--- src/design/bca_pkg.sv ---
// Shared constants, field widths and helper function of the block chain allocator.
package bca_pkg;

  localparam int NUM_BLOCKS_DEF = 256;
  localparam int FREE_WORD_W    = 64;
  localparam int FREE_BIT_W     = 6;

  localparam int MODE_W   = 3;
  localparam int BLOCK_W  = 8;
  localparam int STATUS_W = 2;
  localparam int CLEN_W   = 9;

  localparam logic [MODE_W-1:0] MODE_ALLOC   = 3'd0;
  localparam logic [MODE_W-1:0] MODE_EXTEND  = 3'd1;
  localparam logic [MODE_W-1:0] MODE_NEXT    = 3'd2;
  localparam logic [MODE_W-1:0] MODE_RELEASE = 3'd3;
  localparam logic [MODE_W-1:0] MODE_COUNT   = 3'd4;

  localparam logic [STATUS_W-1:0] ST_OK     = 2'd0;
  localparam logic [STATUS_W-1:0] ST_NOFREE = 2'd1;
  localparam logic [STATUS_W-1:0] ST_NONEXT = 2'd2;

  // Index of the lowest set bit; zero when no bit is set.
  function automatic logic [FREE_BIT_W-1:0] lowest_set(input logic [FREE_WORD_W-1:0] v);
    logic [FREE_BIT_W-1:0] idx;
    idx = '0;
    for (int i = FREE_WORD_W - 1; i >= 0; i--) begin
      if (v[i]) begin
        idx = FREE_BIT_W'(i);
      end
    end
    return idx;
  endfunction

endpackage

--- src/design/bca_if.sv ---
// Request and result channel interfaces of the block chain allocator.
interface bca_in_if import bca_pkg::*; ();
  logic               valid;
  logic               ready;
  logic [MODE_W-1:0]  mode;
  logic [BLOCK_W-1:0] block;

  modport source (output valid, output mode, output block, input ready);
  modport sink (input valid, input mode, input block, output ready);
endinterface

interface bca_out_if import bca_pkg::*; ();
  logic                valid;
  logic                ready;
  logic [BLOCK_W-1:0]  block_out;
  logic [STATUS_W-1:0] status;
  logic [CLEN_W-1:0]   chain_length;

  modport source (output valid, output block_out, output status, output chain_length,
                  input ready);
  modport sink (input valid, input block_out, input status, input chain_length,
                output ready);
endinterface

--- src/design/block_chain_allocator.sv ---
// Top level of the block chain allocator: link table, free bitmap and request sequencer.
//
// The link table holds one entry per block (a link, free, or end of chain) and
// a second memory holds a free bitmap in 64-bit words, with one flag per word
// in registers, so the lowest free block is found by reading a single word.
// After reset a clearing pass marks every block free; no request is accepted
// until it ends. Each request is one transaction and gives one result
// transaction. Next and extend read the entry of the start block; extend at
// the end of a chain then allocates a block and links it on. Allocate reads
// the lowest free word and takes its lowest free block. Count and release walk
// the chain, reading every block of it and also the free entry that stops it;
// unused modes and out-of-range starts go straight to the result. A new request
// is taken in the cycle after the previous result is registered, while that
// result may still wait on the output.
module block_chain_allocator import bca_pkg::*; #(
  parameter int NUM_BLOCKS = NUM_BLOCKS_DEF
) (
  input  logic   clk,
  input  logic   rst_n,
  bca_in_if.sink     in_ch,
  bca_out_if.source  out_ch
);

  localparam int IDX_W      = $clog2(NUM_BLOCKS);
  localparam int LINK_W     = $clog2(NUM_BLOCKS + 2);
  localparam int LEN_W      = $clog2(NUM_BLOCKS + 1);
  localparam int NWORDS     = (NUM_BLOCKS + FREE_WORD_W - 1) / FREE_WORD_W;
  localparam int WORD_IDX_W = (NWORDS > 1) ? $clog2(NWORDS) : 1;
  localparam int LAST_BITS  = NUM_BLOCKS - (NWORDS - 1) * FREE_WORD_W;
  localparam logic [FREE_WORD_W-1:0] LAST_MASK =
    (LAST_BITS == FREE_WORD_W) ? {FREE_WORD_W{1'b1}}
                               : ((FREE_WORD_W'(1) << LAST_BITS) - FREE_WORD_W'(1));
  localparam logic [LINK_W-1:0] LINK_FREE = LINK_W'(NUM_BLOCKS);
  localparam logic [LINK_W-1:0] LINK_END  = LINK_W'(NUM_BLOCKS + 1);

  typedef enum logic [3:0] {
    S_INIT,
    S_IDLE,
    S_RD,
    S_DATA,
    S_ALLOC_RD,
    S_ALLOC_PE,
    S_EXT_LINK,
    S_RESP
  } state_t;

  state_t                state_r, state_nxt;
  logic [IDX_W-1:0]      init_cnt_r, init_cnt_nxt;
  logic [MODE_W-1:0]     mode_r, mode_nxt;
  logic [IDX_W-1:0]      cur_r, cur_nxt;
  logic [WORD_IDX_W-1:0] wi_r, wi_nxt;
  logic [IDX_W-1:0]      f_r, f_nxt;
  logic [LEN_W-1:0]      cnt_r, cnt_nxt;
  logic [NWORDS-1:0]     summary_r, summary_nxt;
  logic [BLOCK_W-1:0]    res_blk_r, res_blk_nxt;
  logic [STATUS_W-1:0]   res_status_r, res_status_nxt;
  logic [CLEN_W-1:0]     res_len_r, res_len_nxt;
  logic                  out_valid_r, out_valid_nxt;
  logic [BLOCK_W-1:0]    out_blk_r, out_blk_nxt;
  logic [STATUS_W-1:0]   out_status_r, out_status_nxt;
  logic [CLEN_W-1:0]     out_len_r, out_len_nxt;

  logic                   link_we;
  logic [IDX_W-1:0]       link_waddr, link_raddr;
  logic [LINK_W-1:0]      link_wdata, link_rdata;
  logic                   bm_we;
  logic [WORD_IDX_W-1:0]  bm_waddr, bm_raddr;
  logic [FREE_WORD_W-1:0] bm_wdata, bm_rdata;

  logic [WORD_IDX_W-1:0]  cur_word, sum_word;
  logic [FREE_BIT_W-1:0]  cur_bit, alloc_bit;
  logic [IDX_W-1:0]       alloc_blk, link_next;
  logic [LEN_W-1:0]       cnt_inc;
  logic                   in_range, e_free, e_end, e_link;

  bca_ram #(.WIDTH(LINK_W), .DEPTH(NUM_BLOCKS), .AW(IDX_W)) u_link_ram (
    .clk   (clk),
    .we    (link_we),
    .waddr (link_waddr),
    .wdata (link_wdata),
    .raddr (link_raddr),
    .rdata (link_rdata)
  );

  bca_ram #(.WIDTH(FREE_WORD_W), .DEPTH(NWORDS), .AW(WORD_IDX_W)) u_free_ram (
    .clk   (clk),
    .we    (bm_we),
    .waddr (bm_waddr),
    .wdata (bm_wdata),
    .raddr (bm_raddr),
    .rdata (bm_rdata)
  );

  assign cur_word  = WORD_IDX_W'(32'(cur_r) >> FREE_BIT_W);
  assign cur_bit   = FREE_BIT_W'(cur_r);
  assign sum_word  = WORD_IDX_W'(lowest_set(FREE_WORD_W'(summary_r)));
  assign alloc_bit = lowest_set(bm_rdata);
  assign alloc_blk = IDX_W'({wi_r, alloc_bit});
  assign link_next = IDX_W'(link_rdata);
  assign cnt_inc   = cnt_r + LEN_W'(1);
  assign in_range  = 32'(in_ch.block) < NUM_BLOCKS;
  assign e_free    = (link_rdata == LINK_FREE);
  assign e_end     = (link_rdata == LINK_END);
  assign e_link    = (link_rdata < LINK_FREE);

  always_comb begin
    state_nxt      = state_r;
    init_cnt_nxt   = init_cnt_r;
    mode_nxt       = mode_r;
    cur_nxt        = cur_r;
    wi_nxt         = wi_r;
    f_nxt          = f_r;
    cnt_nxt        = cnt_r;
    summary_nxt    = summary_r;
    res_blk_nxt    = res_blk_r;
    res_status_nxt = res_status_r;
    res_len_nxt    = res_len_r;
    out_valid_nxt  = out_valid_r && !out_ch.ready;
    out_blk_nxt    = out_blk_r;
    out_status_nxt = out_status_r;
    out_len_nxt    = out_len_r;
    link_we        = 1'b0;
    link_waddr     = cur_r;
    link_wdata     = LINK_FREE;
    link_raddr     = cur_r;
    bm_we          = 1'b0;
    bm_waddr       = cur_word;
    bm_wdata       = bm_rdata | (FREE_WORD_W'(1) << cur_bit);
    bm_raddr       = cur_word;

    unique case (state_r)
      S_INIT: begin
        link_we    = 1'b1;
        link_waddr = init_cnt_r;
        link_wdata = LINK_FREE;
        if (32'(init_cnt_r) < NWORDS) begin
          bm_we    = 1'b1;
          bm_waddr = WORD_IDX_W'(init_cnt_r);
          bm_wdata = (32'(init_cnt_r) == NWORDS - 1) ? LAST_MASK : {FREE_WORD_W{1'b1}};
        end
        if (init_cnt_r == IDX_W'(NUM_BLOCKS - 1)) begin
          state_nxt = S_IDLE;
        end else begin
          init_cnt_nxt = init_cnt_r + IDX_W'(1);
        end
      end
      S_IDLE: begin
        if (in_ch.valid) begin
          mode_nxt       = in_ch.mode;
          cur_nxt        = IDX_W'(in_ch.block);
          cnt_nxt        = '0;
          res_blk_nxt    = '0;
          res_status_nxt = ST_OK;
          res_len_nxt    = '0;
          unique case (in_ch.mode)
            MODE_ALLOC: state_nxt = S_ALLOC_RD;
            MODE_EXTEND, MODE_NEXT, MODE_COUNT: begin
              if (in_range) begin
                state_nxt = S_RD;
              end else begin
                res_status_nxt = ST_NONEXT;
                state_nxt      = S_RESP;
              end
            end
            MODE_RELEASE: state_nxt = in_range ? S_RD : S_RESP;
            default: state_nxt = S_RESP;
          endcase
        end
      end
      S_RD: begin
        state_nxt = S_DATA;
      end
      S_DATA: begin
        unique case (mode_r)
          MODE_EXTEND, MODE_NEXT: begin
            if (e_link) begin
              res_blk_nxt = BLOCK_W'(link_rdata);
              state_nxt   = S_RESP;
            end else if (e_end && mode_r == MODE_EXTEND) begin
              state_nxt = S_ALLOC_RD;
            end else begin
              res_status_nxt = ST_NONEXT;
              state_nxt      = S_RESP;
            end
          end
          MODE_COUNT: begin
            if (e_free) begin
              if (cnt_r == '0) begin
                res_status_nxt = ST_NONEXT;
              end
              res_len_nxt = CLEN_W'(cnt_r);
              state_nxt   = S_RESP;
            end else begin
              cnt_nxt = cnt_inc;
              if (e_end || cnt_inc == LEN_W'(NUM_BLOCKS)) begin
                res_len_nxt = CLEN_W'(cnt_inc);
                state_nxt   = S_RESP;
              end else begin
                cur_nxt    = link_next;
                link_raddr = link_next;
              end
            end
          end
          MODE_RELEASE: begin
            if (e_free) begin
              state_nxt = S_RESP;
            end else begin
              link_we               = 1'b1;
              link_wdata            = LINK_FREE;
              bm_we                 = 1'b1;
              summary_nxt[cur_word] = 1'b1;
              cnt_nxt               = cnt_inc;
              if (e_end || cnt_inc == LEN_W'(NUM_BLOCKS)) begin
                state_nxt = S_RESP;
              end else begin
                cur_nxt   = link_next;
                state_nxt = S_RD;
              end
            end
          end
          default: state_nxt = S_RESP;
        endcase
      end
      S_ALLOC_RD: begin
        if (summary_r == '0) begin
          res_status_nxt = ST_NOFREE;
          state_nxt      = S_RESP;
        end else begin
          wi_nxt    = sum_word;
          bm_raddr  = sum_word;
          state_nxt = S_ALLOC_PE;
        end
      end
      S_ALLOC_PE: begin
        bm_we             = 1'b1;
        bm_waddr          = wi_r;
        bm_wdata          = bm_rdata & ~(FREE_WORD_W'(1) << alloc_bit);
        summary_nxt[wi_r] = |bm_wdata;
        link_we           = 1'b1;
        link_waddr        = alloc_blk;
        link_wdata        = LINK_END;
        f_nxt             = alloc_blk;
        res_blk_nxt       = BLOCK_W'(alloc_blk);
        state_nxt         = (mode_r == MODE_EXTEND) ? S_EXT_LINK : S_RESP;
      end
      S_EXT_LINK: begin
        link_we    = 1'b1;
        link_waddr = cur_r;
        link_wdata = LINK_W'(f_r);
        state_nxt  = S_RESP;
      end
      S_RESP: begin
        if (!out_valid_r || out_ch.ready) begin
          out_valid_nxt  = 1'b1;
          out_blk_nxt    = res_blk_r;
          out_status_nxt = res_status_r;
          out_len_nxt    = res_len_r;
          state_nxt      = S_IDLE;
        end
      end
      default: state_nxt = S_INIT;
    endcase
  end

  always_ff @(posedge clk) begin
    if (!rst_n) begin
      state_r     <= S_INIT;
      init_cnt_r  <= '0;
      summary_r   <= '1;
      out_valid_r <= 1'b0;
    end else begin
      state_r     <= state_nxt;
      init_cnt_r  <= init_cnt_nxt;
      summary_r   <= summary_nxt;
      out_valid_r <= out_valid_nxt;
    end
    mode_r       <= mode_nxt;
    cur_r        <= cur_nxt;
    wi_r         <= wi_nxt;
    f_r          <= f_nxt;
    cnt_r        <= cnt_nxt;
    res_blk_r    <= res_blk_nxt;
    res_status_r <= res_status_nxt;
    res_len_r    <= res_len_nxt;
    out_blk_r    <= out_blk_nxt;
    out_status_r <= out_status_nxt;
    out_len_r    <= out_len_nxt;
  end

  assign in_ch.ready         = (state_r == S_IDLE);
  assign out_ch.valid        = out_valid_r;
  assign out_ch.block_out    = out_blk_r;
  assign out_ch.status       = out_status_r;
  assign out_ch.chain_length = out_len_r;

  // The word flag said this word holds a free block, so the word read must agree.
  a_alloc_word_nonzero: assert property (@(posedge clk) disable iff (!rst_n)
    state_r == S_ALLOC_PE |-> bm_rdata != '0)
    else $error("free word flag set for a word with no free block");

  // A block whose link entry is in use must not be marked free in the bitmap.
  a_bitmap_matches_link: assert property (@(posedge clk) disable iff (!rst_n)
    state_r == S_DATA && mode_r == MODE_RELEASE && !e_free |-> !bm_rdata[cur_bit])
    else $error("allocated block is marked free in the bitmap");

  // No table write happens while the block waits for a request.
  a_idle_no_write: assert property (@(posedge clk) disable iff (!rst_n)
    state_r == S_IDLE |-> !link_we && !bm_we)
    else $error("table written while idle");

  // Chain walks never exceed the table size.
  a_walk_bound: assert property (@(posedge clk) disable iff (!rst_n)
    state_r == S_DATA |-> 32'(cnt_r) < NUM_BLOCKS)
    else $error("chain walk ran past the table size");

  // Every accepted request takes the block out of idle, so it produces a result before the next one is accepted.
  a_result_before_next: assert property (@(posedge clk) disable iff (!rst_n)
    in_ch.valid && in_ch.ready |=> state_r != S_IDLE)
    else $error("request accepted without producing a result");

endmodule

--- src/design/bca_ram.sv ---
// Generic simple dual-port RAM with one write port and a registered read port.
module bca_ram #(
  parameter int WIDTH = 8,
  parameter int DEPTH = 16,
  parameter int AW    = (DEPTH > 1) ? $clog2(DEPTH) : 1
) (
  input  logic             clk,
  input  logic             we,
  input  logic [AW-1:0]    waddr,
  input  logic [WIDTH-1:0] wdata,
  input  logic [AW-1:0]    raddr,
  output logic [WIDTH-1:0] rdata
);

  logic [WIDTH-1:0] mem [DEPTH];

  always_ff @(posedge clk) begin
    if (we) begin
      mem[waddr] <= wdata;
    end
    rdata <= mem[raddr];
  end

endmodule

--- src/flat_wrapper.sv ---
// flat-port wrapper written by rule: the top's interface ports become plain ports
module block_chain_allocator_flat import bca_pkg::*;
#(
  parameter int NUM_BLOCKS = NUM_BLOCKS_DEF
)
  (clk, rst_n, in_ch_valid, in_ch_mode, in_ch_block, in_ch_ready, out_ch_valid, out_ch_block_out, out_ch_status, out_ch_chain_length, out_ch_ready);
  bca_in_if in_ch_i ();
  bca_out_if out_ch_i ();
  input  logic clk;
  input  logic rst_n;
  input wire logic [$bits(in_ch_i.valid)-1:0] in_ch_valid;
  input wire logic [$bits(in_ch_i.mode)-1:0] in_ch_mode;
  input wire logic [$bits(in_ch_i.block)-1:0] in_ch_block;
  output wire logic [$bits(in_ch_i.ready)-1:0] in_ch_ready;
  output wire logic [$bits(out_ch_i.valid)-1:0] out_ch_valid;
  output wire logic [$bits(out_ch_i.block_out)-1:0] out_ch_block_out;
  output wire logic [$bits(out_ch_i.status)-1:0] out_ch_status;
  output wire logic [$bits(out_ch_i.chain_length)-1:0] out_ch_chain_length;
  input wire logic [$bits(out_ch_i.ready)-1:0] out_ch_ready;
  assign in_ch_i.valid = in_ch_valid;
  assign in_ch_i.mode = in_ch_mode;
  assign in_ch_i.block = in_ch_block;
  assign in_ch_ready = in_ch_i.ready;
  assign out_ch_valid = out_ch_i.valid;
  assign out_ch_block_out = out_ch_i.block_out;
  assign out_ch_status = out_ch_i.status;
  assign out_ch_chain_length = out_ch_i.chain_length;
  assign out_ch_i.ready = out_ch_ready;
  block_chain_allocator #(.NUM_BLOCKS(NUM_BLOCKS)) u_core (.clk(clk), .rst_n(rst_n), .in_ch(in_ch_i), .out_ch(out_ch_i));
endmodule
--- config.mk ---
export PLATFORM = sky130hd
export DESIGN_NAME = block_chain_allocator_flat
export DESIGN_NICKNAME = d
export VERILOG_FILES = /design/src/design/bca_pkg.sv /design/src/design/bca_if.sv /design/src/design/block_chain_allocator.sv /design/src/design/bca_ram.sv /design/src/flat_wrapper.sv
export SDC_FILE = /design/constraint.sdc
export NUM_CORES = 2
export LEC_CHECK = 0
export ABC_CLOCK_PERIOD_IN_PS = 5840
export BUFFER_PORTS_ARGS = -buffer_cell sky130_fd_sc_hd__buf_2
export CAP_MARGIN = 20
export CELL_PAD_IN_SITES_DETAIL_PLACEMENT = 1
export CELL_PAD_IN_SITES_GLOBAL_PLACEMENT = 1
export CORE_ASPECT_RATIO = 1.2
export CORE_MARGIN = 2
export CORE_UTILIZATION = 53
export DETAILED_ROUTE_END_ITERATION = 6
export GPL_ROUTABILITY_DRIVEN = 1
export PLACE_DENSITY_LB_ADDON = 0.15
export SYNTH_ARGS = -nofsm -noshare
export SYNTH_HDL_FRONTEND = slang
export SYNTH_SLANG_ARGS = --single-unit
export TNS_END_PERCENT = 50
--- constraint.sdc ---
create_clock -name clk -period 5.84 [get_ports clk]
set_input_delay 0.584 -clock clk [delete_from_list [all_inputs] [get_ports clk]]
set_output_delay 0.584 -clock clk [all_outputs]
set_load 0.005 [all_outputs]
==> results.ini <==
[critical_path]
crit_type = register to register
slowest_stage = nor4_2
cp.arrival_ps = 6460
critical-path-max-stage-delay_ps = 740
cp_common_cell = nand4_1
cp_cell_sequence = or3b_1 -> a211oi_2 -> nand3_2 -> mux2i_4 -> nor2_4 -> buf_12 -> a32oi_1 -> and3_1 -> a31oi_1 -> nand4_1 -> nor4_2 -> buf_4 -> nand4_1
critical_path_peak_fanout = 68
worst_setup_path_end_kind = register
cp.required_ps = 6630
crit_path_start_kind = register

[finish]
fillers = 19310
multiInputGateArea_um2 = 25460
layout-drive-gt1-share_pct = 10.94
area_growth_pct = 12.80
seqCellArea_um2 = 80700
nets = 8393

[placed_design]
pre_cts_slack_ps = 191.8
gp_congestion = 0.9225
hpwl_mm = 221.6
io_buffers = 35

[logic_synthesis]
postSynthCellCount = 8161
synth-seq-cells = 2717
ys_types = 86
yosysTopAreaCell = edfxtp_1
async_flop_share_pct = 0
ys_seq_area_share_pct = 74.45
yosys_warnings = 0
synth_top_cell_area_share_pct = 72.80
synthTopCellsByArea = edfxtp_1 (73%), nand2_1 (7.4%), nand3_1 (3.4%)
synth-main-ff-cell = edfxtp_1
synth-edff-count = 2628
yosysMostFrequentCell = edfxtp_1
synth_area_um2 = 108400
synth_common_cells = edfxtp_1 (2628), nand2_1 (2136), nand3_1 (741)
syn_avg_cell_area_um2 = 13.28
syn_nets = 8179

[floorplan]
ios = 36
die_h_um = 499.4
start_util_pct = 53.42
core.rowCount = 181
core_area_um2 = 202900
die_w_um = 416.8
dieArea_um2 = 208200

[route]
drc = 0
num_vias = 72800
post_drt_wl_per_cell_um = 31.59
via_per_inst = 6.483
wirelength_mm = 354.7
dr.pass1.iters = 6
ant_nets = 0
drt_iter0_markers = 8061

[sta]
skew_ps = 58.75
tightest_slew_ps = 1192
fmax_mhz = 176.2
slew_violations = 0
setup_tns_ps = 0
hold_viol = 0
finalCritPeriodShare_pct = 97.19
setup_viol = 0
worst_slack_ps = 164.0
min_period_ps = 5676
rsz0062_at_grt = false
max_slew_margin_pct = 19.45

[global_route]
first_global_vias = 75744
top_usage_layer = met2
antenna_found_initial = 7
use_met2_pct = 55.62
grt_pass1_wl_mm = 517.0
gr-total-overflow = 0
use_met3_pct = 5.797
use_met1_pct = 43.31
grt_usage_pct = 33.83
grt_max_degree = 169

[clock_tree]
cts_root_buffer = clkbuf_16
htreeDepth = 5
postCtsSetupBuffers = 0
cts_num_sinks = 2717
clock_latency_ps = 950
cts_tree = yes
cts_buffer_depth = 4
cts.clk_slew.worst_paths_ps = 70
cts_made_buffers = 285

[status]
status = complete, no violations

[power]
ir_drop_uv = 335.8
leakage_nw = 39.27
p_per_area_nw_per_um2 = 317.1

[flow_run]
cap_violations = 0

[hold_path]
hold_class = input port to register

[logic make-up after synthesis]
kind of cell / after synthesis / synth area share (%)
AO/OA/AOI/OAI: 951 / 5.795
XOR/XNOR: 21 / 0.1697
adder cells (fa/ha/maj): 4 / 0.04387
buffers and inverters: 555 / 2.228
flip-flops: 2717 / 74.45
multiplexers: 160 / 2.287
AND/OR/NAND/NOR: 3753 / 15.03
[path summary, 6_finish.rpt]
path	from	depth (start not counted)	end	slack, ps
worst min-delay path	in_ch_block[2]	3	u_core.cur_r[2]	70
worst max register to register	u_core.mode_r[0]	13	u_core.u_link_ram.rdata[5]	160
worst min register to register	u_core.res_len_r[4]	0	u_core.out_ch.chain_length[4]	420
worst max-delay path	u_core.mode_r[0]	13	u_core.u_link_ram.rdata[5]	160
[state kept, by name, summed over array words and instances, names as in the netlist, 8 cells and up]
signal                      flops
u_core.f_r                      8
u_core.cnt_r                    9
u_core.cur_r                    8
u_core.u_link_ram.rdata         9
u_core.u_link_ram.mem        2304
u_core.out_ch.block_out         8
u_core.res_blk_r                8
u_core.u_free_ram.rdata        64
u_core.u_free_ram.mem         256
u_core.res_len_r                9
u_core.out_ch.chain_length      9
u_core.init_cnt_r               8
[metal layers]
| metal | wire length (um) | part of all wire, % |
|---|---|---|
| met5 | 33 | 0.0093 |
| met4 | 20180 | 5.7 |
| met3 | 27240 | 7.7 |
| met2 | 172700 | 49 |
| met1 | 134600 | 38 |
[cell type report]
class	count	share of cell area [%]
inverter	27	0.08903
antenna	1	0.002047
timing repair buffer	455	3.330
clock inverter	123	0.8258
sequential	2717	66.00
clock buffer	364	6.213
multi-input combinational	4889	20.82
tap	2653	2.715
[cell usage in the layout (no fill, tap or decap), types with 17 or more instances in the layout]
cell and n:
nand3_1 741, a311oi_1 18, nor4_1 32, clkbuf_1 69, bufinv_16 17, clkinv_2 43
nor3_1 40, o31ai_1 33, clkbuf_16 291, a32oi_1 65, a31oi_1 243, and2_1 22
mux4_2 69, a41oi_1 27, nand4_1 236, clkinv_1 53, o21ai_0 150, buf_4 356
nand2_1 2130, a21oi_1 207, buf_12 58, buf_2 35, mux2i_1 85, and3_1 32
dfxtp_1 89, nor2_1 391, a221oi_1 59, nor2b_1 23, edfxtp_1 2628, inv_1 25
[worst max-delay path: cells and delay by family, from the launching register on]
family | cells | cell delay (ps)
multiplexers | 1 | 480
AO/OA/AOI/OAI | 3 | 1060
buffers and inverters | 2 | 540
AND/OR/NAND/NOR | 7 | 2780
flip-flops | 1 | 470
[metrics by stage]
step           cell area (um^2)  hold WS, ps  std cells  power (mW)  utilization, %
6_report                 122300        67.66      11229       38.77           60.25
2_1_floorplan            108400        400.3       8161       21.70               -
4_1_cts                  122200        3.656      11224       38.90           60.22
3_3_place_gp             113500        406.8      10728       21.84           55.94
3_5_place_dp             113500        406.3      10733       21.85           55.96
5_1_grt                  122300        45.87      11229       39.58           60.25
[report_power, final]
part	switching, mW	leakage, nW	internal, mW
sequential	0.0135	20.7	21.1
combinational	0.238	14.3	0.0596
clock	7.42	4.22	9.91
[timing repair]
action	4_1_cts	5_1_grt
setup endpoints to repair	0	2
hold endpoints to repair	4	0
hold buffers	4	0
resized for setup	0	2
(Power assumes the default switching activity.)
